==> src/hw/rtl/nspc_pkg.sv <==
// shared types, codes and widths of the nearest signature pixel classifier
package nspc_pkg;

    // field widths
    localparam int OP_W      = 2;
    localparam int SLOT_W    = 6;
    localparam int COMP_W    = 16;
    localparam int ENT_W     = 3 * COMP_W;
    localparam int MASK_W    = 8;
    localparam int COUNT_W   = 7;
    localparam int SQ_W      = 32;
    localparam int DIST_W    = 34;
    localparam int CFG_IDX_W = 2;

    // operation codes
    localparam logic [OP_W-1:0] OP_LOAD_BG  = 2'd0;
    localparam logic [OP_W-1:0] OP_LOAD_FG  = 2'd1;
    localparam logic [OP_W-1:0] OP_CLASSIFY = 2'd2;

    // configuration register indexes
    localparam logic [CFG_IDX_W-1:0] CFG_BG_COUNT     = 2'd0;
    localparam logic [CFG_IDX_W-1:0] CFG_FG_COUNT     = 2'd1;
    localparam logic [CFG_IDX_W-1:0] CFG_CLUSTER_SIZE = 2'd2;

    // mask codes
    localparam logic [MASK_W-1:0] MASK_BG      = 8'd0;
    localparam logic [MASK_W-1:0] MASK_FG      = 8'd254;
    localparam logic [MASK_W-1:0] MASK_SURE_FG = 8'd255;

    // distance constants
    localparam logic [DIST_W-1:0] DIST_EPS = 34'd1;
    localparam logic [DIST_W-1:0] DIST_MAX = 34'h3_FFFF_FFFF;

    // controller states
    typedef enum logic [2:0] {
        S_IDLE,
        S_BG,
        S_FG,
        S_DRAIN,
        S_FIXUP,
        S_FINISH
    } t_state;

    // commands from controller to datapath
    typedef struct packed {
        logic load_bg;
        logic load_fg;
        logic latch_px;
        logic pass;
        logic rd_en;
        logic rd_fg;
        logic rd_first;
        logic fixup;
        logic finish;
    } t_cmd;

endpackage

==> src/hw/rtl/nspc_ctrl.sv <==
// controller: accepts beats, sequences table sweeps and result formation
module nspc_ctrl #(
    parameter int SIG_DEPTH = 64,
    parameter int IDX_W     = 6
) (
    input  logic                         i_clk,
    input  logic                         i_rst_n,
    input  logic                         i_start,
    input  logic [nspc_pkg::OP_W-1:0]    i_op,
    input  logic [nspc_pkg::SLOT_W-1:0]  i_slot,
    input  logic [nspc_pkg::MASK_W-1:0]  i_mask_in,
    input  logic [nspc_pkg::COUNT_W-1:0] i_bg_count,
    input  logic [nspc_pkg::COUNT_W-1:0] i_fg_count,
    input  logic                         i_pipe_busy,
    output nspc_pkg::t_cmd               o_cmd,
    output logic [IDX_W-1:0]             o_rd_addr,
    output logic                         o_busy
);
    import nspc_pkg::*;

    t_state             r_state, n_state;
    logic [COUNT_W-1:0] r_cnt, n_cnt;
    logic [COUNT_W-1:0] w_nbg, w_nfg;
    logic               w_accept;
    logic               w_slot_ok;
    logic               w_pass;
    logic               w_last_bg, w_last_fg;

    // entries in use, clipped to the table depth
    assign w_nbg = (32'(i_bg_count) > SIG_DEPTH) ? COUNT_W'(SIG_DEPTH) : i_bg_count;
    assign w_nfg = (32'(i_fg_count) > SIG_DEPTH) ? COUNT_W'(SIG_DEPTH) : i_fg_count;

    assign w_accept  = i_start && (r_state == S_IDLE);
    assign w_slot_ok = 32'(i_slot) < SIG_DEPTH;
    assign w_pass    = (i_mask_in == MASK_BG) || (i_mask_in == MASK_SURE_FG)
                       || (w_nbg == '0);
    assign w_last_bg = (r_cnt == w_nbg - COUNT_W'(1));
    assign w_last_fg = (r_cnt == w_nfg - COUNT_W'(1));

    // state and sweep counter
    always_ff @(posedge i_clk) begin
        if (!i_rst_n) begin
            r_state <= S_IDLE;
            r_cnt   <= '0;
        end else begin
            r_state <= n_state;
            r_cnt   <= n_cnt;
        end
    end

    // next state
    always_comb begin
        n_state = r_state;
        n_cnt   = r_cnt;
        unique case (r_state)
            S_IDLE: begin
                n_cnt = '0;
                if (w_accept && (i_op == OP_CLASSIFY) && !w_pass) begin
                    n_state = S_BG;
                end
            end
            S_BG: begin
                if (w_last_bg) begin
                    n_cnt   = '0;
                    n_state = (w_nfg != '0) ? S_FG : S_DRAIN;
                end else begin
                    n_cnt = r_cnt + COUNT_W'(1);
                end
            end
            S_FG: begin
                if (w_last_fg) begin
                    n_cnt   = '0;
                    n_state = S_DRAIN;
                end else begin
                    n_cnt = r_cnt + COUNT_W'(1);
                end
            end
            S_DRAIN: begin
                if (!i_pipe_busy) begin
                    n_state = (w_nfg == '0) ? S_FIXUP : S_FINISH;
                end
            end
            S_FIXUP: begin
                n_state = S_FINISH;
            end
            S_FINISH: begin
                n_state = S_IDLE;
            end
            default: begin
                n_state = S_IDLE;
            end
        endcase
    end

    // commands
    always_comb begin
        o_cmd = '0;
        unique case (r_state)
            S_IDLE: begin
                if (w_accept) begin
                    o_cmd.load_bg  = (i_op == OP_LOAD_BG) && w_slot_ok;
                    o_cmd.load_fg  = (i_op == OP_LOAD_FG) && w_slot_ok;
                    o_cmd.latch_px = (i_op == OP_CLASSIFY) && !w_pass;
                    o_cmd.pass     = (i_op == OP_CLASSIFY) && w_pass;
                end
            end
            S_BG: begin
                o_cmd.rd_en    = 1'b1;
                o_cmd.rd_first = (r_cnt == '0);
            end
            S_FG: begin
                o_cmd.rd_en    = 1'b1;
                o_cmd.rd_fg    = 1'b1;
                o_cmd.rd_first = (r_cnt == '0);
            end
            S_DRAIN: begin
            end
            S_FIXUP: begin
                o_cmd.fixup = 1'b1;
            end
            S_FINISH: begin
                o_cmd.finish = 1'b1;
            end
            default: begin
            end
        endcase
    end

    assign o_rd_addr = IDX_W'(r_cnt);
    assign o_busy    = (r_state != S_IDLE);

endmodule

==> config.mk <==
export PLATFORM = sky130hd
export DESIGN_NAME = nspc_ctrl
export DESIGN_NICKNAME = d
export VERILOG_FILES = /design/src/hw/rtl/nspc_pkg.sv /design/src/hw/rtl/nspc_ctrl.sv
export SDC_FILE = /design/constraint.sdc
export NUM_CORES = 1
export LEC_CHECK = 0
export BUFFER_PORTS_ARGS = -buffer_cell sky130_fd_sc_hd__buf_2
export CORE_ASPECT_RATIO = 0.8
export CORE_MARGIN = 2
export CORE_UTILIZATION = 53
export CTS_BUF_LIST = sky130_fd_sc_hd__clkbuf_8 sky130_fd_sc_hd__clkbuf_16
export DETAILED_ROUTE_END_ITERATION = 10
export PLACE_DENSITY = 0.86
export RECOVER_POWER = 50
export SYNTH_ARGS = -nofsm -noshare
export SYNTH_HDL_FRONTEND = slang
export SYNTH_SLANG_ARGS = --single-unit
==> constraint.sdc <==
create_clock -name i_clk -period 4 [get_ports i_clk]
set_input_delay 0.6 -clock i_clk [delete_from_list [all_inputs] [get_ports i_clk]]
set_output_delay 0.6 -clock i_clk [all_outputs]
set_load 0.01 [all_outputs]
**Yosys cells after proc, flatten, opt, wreduce, memory -nomap -nowiden**

Cells that the tools add are included.

- Output and inout bits: 16
- ROM bits: 0
- RAM bits: 0
- Bits in latches: 0
- Memories kept: 0
- Register bits: 10
- Word-level logic and storage cells: 59
- Input port bits: 34

- Shift operators: 0
- Bitwise logic cells: 0
- Divide/modulo/power cells: 0
- Multipliers: 0
- Add/sub/neg operators: 3
- Equality and inequality tests: 14
- Reduce and logical (&&, ||, !) cells: 19
- Multiplexer cells: 19
- Magnitude comparators: 2

Operators with widths:

| operator | number |
|---|---|
| 7-bit 2-to-1 mux | 4 |
| 7-bit logical NOT | 3 |
| 7-bit one-hot mux with 3 select lines | 1 |
| 3-bit one-hot mux with 5 select lines | 1 |
| 7-bit == test | 2 |
| 7-bit greater-than comparator, second input constant | 2 |
| 7-bit by 1-bit subtractor with 7-bit output, second input constant | 2 |
| 3-bit 2-to-1 mux | 4 |
| 8-bit == test, second input constant | 1 |
| 8-bit logical NOT | 1 |
| 4-bit 2-to-1 mux | 2 |
| 7-bit by 1-bit adder with 7-bit output, second input constant | 1 |
| 1-bit 2-to-1 mux | 7 |
| 7-bit nonzero test | 1 |
| 3-bit by 2-bit == test with 1-bit output, second input constant | 2 |
| 3-bit == test, second input constant | 2 |
| 2-bit inequality test, second input constant | 3 |
| 3-bit nonzero test | 2 |
| 1-bit logical AND | 5 |
| 4-bit AND reduction | 1 |
| 3-bit by 1-bit == test with 1-bit output, second input constant | 1 |
| 3-bit logical NOT | 1 |
| 2-bit by 1-bit == test with 1-bit output, second input constant | 1 |
| 2-bit == test, second input constant | 1 |
| other kinds (5) | 6 |

**Longest topological paths before layout**

Gate-level depths: netlist of the first run.

- Depth after elaboration: 8
- Mapped depth: 10
- Mapped depth without buffers: 10

**Worst setup path after synthesis of the first run**

OpenSTA, ideal clock, no wires.

- Kind: input -> register
- Start: input port i_bg_count[6] (netlist name)
- End: register r_cnt[0]
- Slack: 1.468 ns
- Path buffers: 0
- Arrival: 2.410 ns
- Data required time: 3.878 ns
- Setup time: 0.122 ns
- Stages on the path: 8
- Path through: nand2b_1 ha_1 nand4bb_1 a21oi_1 or3b_4 a2111oi_4 a211oi_2 o311a_1

- Word-level cells in the longest chain between the ends: 6

RTL lines:

| item | RTL line | source |
|---|---|---|
| from (decl) | nspc_ctrl.sv:12 | `input logic [nspc_pkg::COUNT_W-1:0] i_bg_count,` |
| 7-bit greater-than comparator | nspc_ctrl.sv:30 | `assign w_nbg = (32'(i_bg_count) > SIG_DEPTH) ? COUNT_W'(SIG_DEPTH) : i_bg_count;` |
| 7-bit 2-to-1 mux (*) | nspc_ctrl.sv:30 |  |
| 7-bit by 1-bit subtractor with 7-bit output (*) | nspc_ctrl.sv:37 | `assign w_last_bg = (r_cnt == w_nbg - COUNT_W'(1));` |
| 7-bit == test (*) | nspc_ctrl.sv:37 |  |
| 7-bit 2-to-1 mux (*) | nspc_ctrl.sv:63 | `if (w_last_bg) begin` |
| 7-bit one-hot mux with 3 select lines (*) | nspc_ctrl.sv:55 | `unique case (r_state)` |
| to (signal assigned) | nspc_ctrl.sv:47 | `r_cnt <= n_cnt;` |
| to (decl) | nspc_ctrl.sv:22 | `logic [COUNT_W-1:0] r_cnt, n_cnt;` |

Mark *: on every way between the ends. The rest lies on a longest branch, timed or not.
A chain may end at the register's enable or synchronous reset.

**Worst setup path after layout of the first run**

Same ends and word-level chain as after synthesis.

==> metrics, run 1 <==
FMAX 382 MHz; Via Count 1396; total track usage 22.9%; CP endpoint kind register; maximum clock path buffer count 2; drt drc 3; # clock sinks 10; Worst Reg2Reg Path Length in Cells 6; Yosys reg bits 10; Vias/cell 5.94; Syn Inst Count 178; Worst Path Buf+Inv 1; P&R area growth vs syn 15.2%; RSZ-0062 raised after global routing no; Ant. Diodes 0; Detail Placement HPWL 2530 um; final net count 251; critical path type primary input to register; Hold Buf Count CTS 0; Cell Area, Synth 1270 um^2; routability congestion estimate 0.915; failing checks design-rule violations; Ports 50; total wire length 3190 um; Initial Util 57.5%; grt ovf 0; post-synth cell types 42; Pleak 0.000607 uW; largest net degree at the start of global routing 12; Setup crit start kind primary input; total nets after synthesis 217; Reg clk slew, reported paths 50 ps; Tot Pwr 296 uW; design area 1470 um^2; number of instances resized during post-cts repair 0; area post-placement 1440 um^2; die height 47.8 um; Die Width 58.8 um; Most used DFF post-synth dfxtp_1; global-route wire length before repair 4910 um; 1st-pass router iterations 7; final setup vio count 0; row cnt 15; Critical Path Stages 9; worst hold path depth 2; FF/Latch Area 200 um^2; Total Die Area 2810 um^2; Seq/Total Area, Yosys 15.7%; final period utilization 65.4%; Tmin final 2620 ps; H-tree depth 1; post-CTS setup repair buffer count 0; initial drt markers 49; CP arrival 2730 ps; CP Cell Sequence buf_2, nand2b_1, ha_1, nand4bb_1, a21oi_1, or3b_4, a2111oi_4, a211oi_2, o311a_1; CP max-delay cell a2111oi_4; worst slew pin tran 494 ps; outcome finished, violations left; max cap viols 0; vias in the first global route 1202; relative slew slack 67.0%; largest stage delay on the critical path 400 ps; clock latency on the worst-skew pair 230 ps; share of cells above drive strength 1 20.0%; clk_skew 5.99 ps; Final TNS setup 0 ps; CTS root buf clkbuf_8; synthesized area per cell 7.16 um^2; CTS buffer count 3; Pwr per Cell Area 202 nW/um^2; Placed Instances 232; routed length per instance 13.6 um; critical path required time 4110 ps; initial antenna violation count 0; core area 2210 um^2; critical path's top delay family compound AO/OA/AOI/OAI gates; Non-Filler Instances 235; worst setup margin 1380 ps; worst-path fanout max 8; CTS tree yes; number of synthesized flops with an enable pin 0; dpl ws 1160 ps; PortBufs 43; type of the tightest min-delay check register to register; Pins Over Slew Limit 0; Fill cells 210; asr flop ratio synth 0%; Max VDD drop 0.000133 V; Yosys warning total 0; Final ANT Viol Nets 0; area of the multi-input gates 966 um^2; Hold Vio Cnt, Final 0
==> report_power, final <==
part,internal [uW],switching (uW)
Sequential,102,4.59
Combinational,38.7,50.5
Clock,65.5,35.3
==> through the flow <==
stage | hold WS, ps | utilization, %
global placement | 526 | 65.1
CTS | 544 | 67.0
finish | 538 | 66.3
detailed placement | 538 | 65.1
global route | 580 | 66.3
floorplan | 488 | -
==> cells in the mapped netlist (3+ instances only) <==
| library cell | count | share of area [%] |
|---|---|---|
| nand2_1 | 19 | 5.6 |
| nor2_1 | 15 | 4.4 |
| dfxtp_1 | 10 | 16 |
| xnor2_1 | 10 | 6.9 |
| nand3_1 | 9 | 3.5 |
| inv_1 | 8 | 2.4 |
| nor2b_1 | 8 | 3.9 |
| a21oi_1 | 7 | 2.8 |
| nor4_1 | 7 | 3.4 |
| buf_4 | 6 | 3.5 |
| nor3_1 | 6 | 2.4 |
| clkbuf_1 | 5 | 1.5 |
| ha_1 | 5 | 4.9 |
| nand2b_1 | 5 | 2.5 |
| nand4_1 | 5 | 2.5 |
| o221ai_1 | 5 | 3.4 |
| xor2_1 | 5 | 3.4 |
| a31oi_1 | 4 | 2.0 |
| and2_1 | 4 | 2.0 |
| o21bai_1 | 3 | 1.8 |
| or2_2 | 3 | 1.5 |
==> worst paths after layout <==
kind,from,endpoint,slack [ps]
worst max register to register,r_cnt[2],r_cnt[0],1920
worst max-delay path,i_bg_count[6],r_cnt[0],1380
worst min register to register,r_cnt[6],r_cnt[6],540
worst min-delay path,r_cnt[6],r_cnt[6],540
==> tightest hold or removal path, delay by kind of cell, from the launching register on <==
family,cells,cell delay (ps)
DFF,1,370
and+or+nand+nor,2,120
==> layer usage <==
layer / GRT usage, % / vias to the layer above / wire length, um
met4: 5.45 / 0 / 15
met2: 46.9 / 43 / 1600
met3: 5.41 / 2 / 196
met1: 24.1 / 646 / 1380
li1: - / 705 / -
met5: 0 / - / 0
==> state kept, by name (all words and copies together), names as in the netlist <==
signal,flops
r_cnt,7
r_state,3
==> placed cells by master (no fill, tap or decap), types with 6 or more instances in the layout <==
cell type	Yosys	layout
xnor2_1	10	10
dfxtp_1	10	10
clkbuf_1	5	13
inv_1	8	8
buf_2	2	30
nand2_1	19	19
nor3_1	6	6
a21oi_1	7	7
nor4_1	7	7
nor2_1	15	15
nor2b_1	8	8
nand3_1	9	9
==> kinds of logic after synthesis <==
| family | after synthesis | synth area share [%] |
|---|---|---|
| XOR/XNOR | 15 | 10.3 |
| AO/OA/AOI/OAI | 38 | 23.5 |
| adder cells (fa/ha/maj) | 5 | 4.91 |
| flip-flops | 10 | 15.7 |
| buffers and inverters | 22 | 8.45 |
| AND/OR/NAND/NOR | 88 | 37.1 |
==> final cells by class <==
type	count	share of cell area, %
tap	25	2.13
multi-input combinational	146	65.8
clock buffer	3	2.81
timing repair buffer	43	13.6
sequential	10	13.6
inverter	8	2.05
Note: power is estimated with default switching activity, not from simulation.
==> run 2: changes to the inputs <==
--- a/config.mk
+++ b/config.mk
@@ -8,10 +8,10 @@
 export BUFFER_PORTS_ARGS = -buffer_cell sky130_fd_sc_hd__buf_2
 export CORE_ASPECT_RATIO = 0.8
 export CORE_MARGIN = 2
-export CORE_UTILIZATION = 53
+export CORE_UTILIZATION = 44
 export CTS_BUF_LIST = sky130_fd_sc_hd__clkbuf_8 sky130_fd_sc_hd__clkbuf_16
 export DETAILED_ROUTE_END_ITERATION = 10
-export PLACE_DENSITY = 0.86
+export PLACE_DENSITY = 0.76
 export RECOVER_POWER = 50
 export SYNTH_ARGS = -nofsm -noshare
 export SYNTH_HDL_FRONTEND = slang
==> constraint.sdc (replaced) <==
create_clock -name i_clk -period 2.2 [get_ports i_clk]
set_input_delay 0.33 -clock i_clk [delete_from_list [all_inputs] [get_ports i_clk]]
set_output_delay 0.33 -clock i_clk [all_outputs]
set_load 0.01 [all_outputs]
==> run 2 against run 1 <==
  * The run now ends clean
  * Clock skew decreased by 3.9 ps
  * Sequential power increased by 81%
  * Routed wire length increased by 3.5%
  * Core utilization decreased by 5.4 points
  * Sequential share of layout area decreased by 1.8 points
  * Cell count increased by 15%
  * Critical path depth increased by 2
  * Clock-buffer cell count increased by 1
  * Worst hold slack got worse by 120 ps
  * Non-clock buffer count increased by 21
  * Die area increased by 19%
  * Critical endpoint unchanged
  * First-iteration DRC count increased by 33%
==> metrics, run 2 (synthesis results as in run 1) <==
worst-path fanout max 7; total wire length 3300 um; clock latency on the worst-skew pair 250 ps; # clock sinks 10; CP arrival 2250 ps; type of the tightest min-delay check primary input to register; worst slew pin tran 560 ps; grt ovf 0; H-tree depth 1; Final ANT Viol Nets 0; clk_skew 2.04 ps; switching share of power 30.3%; die height 52.1 um; PortBufs 43; Vias/cell 5.29; row cnt 17; initial antenna violation count 0; global-route wire length before repair 5560 um; sequential power share 30.6%; total track usage 21.4%; Fill cells 263; Final TNS setup 0 ps; max reg flops 7; Via Count 1428; Largest regs r_cnt (7), r_state (3); Setup crit start kind primary input; CTS buffer count 3; RSZ-0062 raised after global routing no; core area 2770 um^2; P&R area growth vs syn 32.2%; share of cells above drive strength 1 29.3%; max cap viols 0; Max VDD drop 0.000353 V; routability congestion estimate 0.817; 1st-pass router iterations 4; Hold Vio Cnt, Final 0; FMAX 472 MHz; most frequent cells in the layout buf_2 (32), buf_4 (19), nand2_1 (18), nor2_1 (15), clkbuf_1 (13); CP max-delay cell or3b_4; Pleak 0.000724 uW; hold path startpoint i_rst_n; critical path required time 2330 ps; CP Cell Sequence buf_2, inv_1, nand2_2, ha_4, nand4bb_1, a21oi_2, or3b_4, a2111oi_4, buf_4, a211oi_4, o311a_1; Detail Placement HPWL 2610 um; CP endpoint kind register; most common cell after layout, fill and taps aside buf_2; FF-to-FF End r_cnt[0]; largest net degree at the start of global routing 12; Total Die Area 3340 um^2; Pins Over Slew Limit 0; clock network power share 38.6%; vias in the first global route 1331; Logic pwr share 30.9%; final period utilization 96.2%; Biggest register r_cnt; CTS tree yes; R2R Path Start r_cnt[2]; Int Power 437 uW; Ports 50; switching pwr 190 uW; final net count 272; R2R Setup Slk 240 ps; largest stage delay on the critical path 390 ps; Tmin final 2120 ps; relative slew slack 62.6%; worst hold path depth 2; Reg clk slew, reported paths 50 ps; outcome complete, no violations; worst hold endpoint r_cnt[0]; critical path type primary input to register; final setup vio count 0; routed length per instance 12.2 um; Worst Reg2Reg Path Length in Cells 7; Initial Util 46.1%; initial drt markers 65; CTS root buf clkbuf_8; Util after Layout 60.9%; maximum clock path buffer count 2; Ant. Diodes 0; Pwr per Cell Area 372 nW/um^2; drt drc 0; Die Width 64.2 um
-- run 2: cell count changes in the layout (fill, tap and decap cells not counted), sizes merged --
cell,change
buf,+21
clkbuf,+1
-- run 2: power groups by stage --
stage          combinational, uW  sequential, uW  clock [uW]
6_report                     193             192         242
5_1_grt                      214             192         262
4_1_cts                      188             192         247
3_5_place_dp                 186             195           0
3_3_place_gp                 181             195           0
2_1_floorplan                107             190           0
-- run 2: area by class of cell --
type / count / area, um^2 / area share (%)
well taps: 38 / 47.5 / 2.82
repair buffers: 64 / 352 / 20.9
multi-input cells: 146 / 1000 / 59.4
clock buffers: 4 / 55.1 / 3.27
flip-flops and latches: 10 / 200 / 11.9
inverters: 8 / 30.0 / 1.78
-- run 2: layer usage --
metal | GRT usage (%) | wire (um) | up-vias
li1 | - | - | 749
met5 | 0 | 0 | -
met1 | 26.1 | 1590 | 631
met3 | 5.63 | 217 | 2
met4 | 4.96 | 21 | 0
met2 | 38.0 | 1480 | 46
-- run 2: through the flow --
step	area [um^2]	setup slack [ps]	instances	hold slack (ps)	total power, uW
2_1_floorplan	1280	43.9	178	488	297
3_3_place_gp	1610	-146	265	530	376
3_5_place_dp	1610	-180	265	534	382
4_1_cts	1670	78.7	269	411	626
5_1_grt	1680	15.3	270	424	668
6_report	1680	82.5	270	416	627
-- run 2: worst max-delay path: cells and delay by family --
kind                     cells  cell delay, ps
AO/OA/AOI/OAI                4             780
AND/OR/NAND/NOR              3             580
buffers and inverters        3             390
adder cells (fa/ha/maj)      1             180
-- run 2: repair_timing --
item / CTS / global route
buffers inserted: 0 / 1
gates resized for setup: 0 / 5
hold buffers: 0 / 0
endpoints found under the setup margin: 0 / 9
-- run 2: how the worst max path moves through the flow --
stage / to / slack [ps] / startpoint / cells after the start
after detailed placement: r_cnt[0] / -180 / i_bg_count[6] / 9
after floorplan: r_cnt[0] / 40 / i_bg_count[6] / 8
after global routing: r_cnt[0] / 20 / i_bg_count[6] / 11
after global placement: r_cnt[0] / -150 / i_bg_count[6] / 9
final: r_cnt[0] / 80 / i_bg_count[6] / 11
after CTS: r_cnt[0] / 80 / i_bg_count[6] / 9
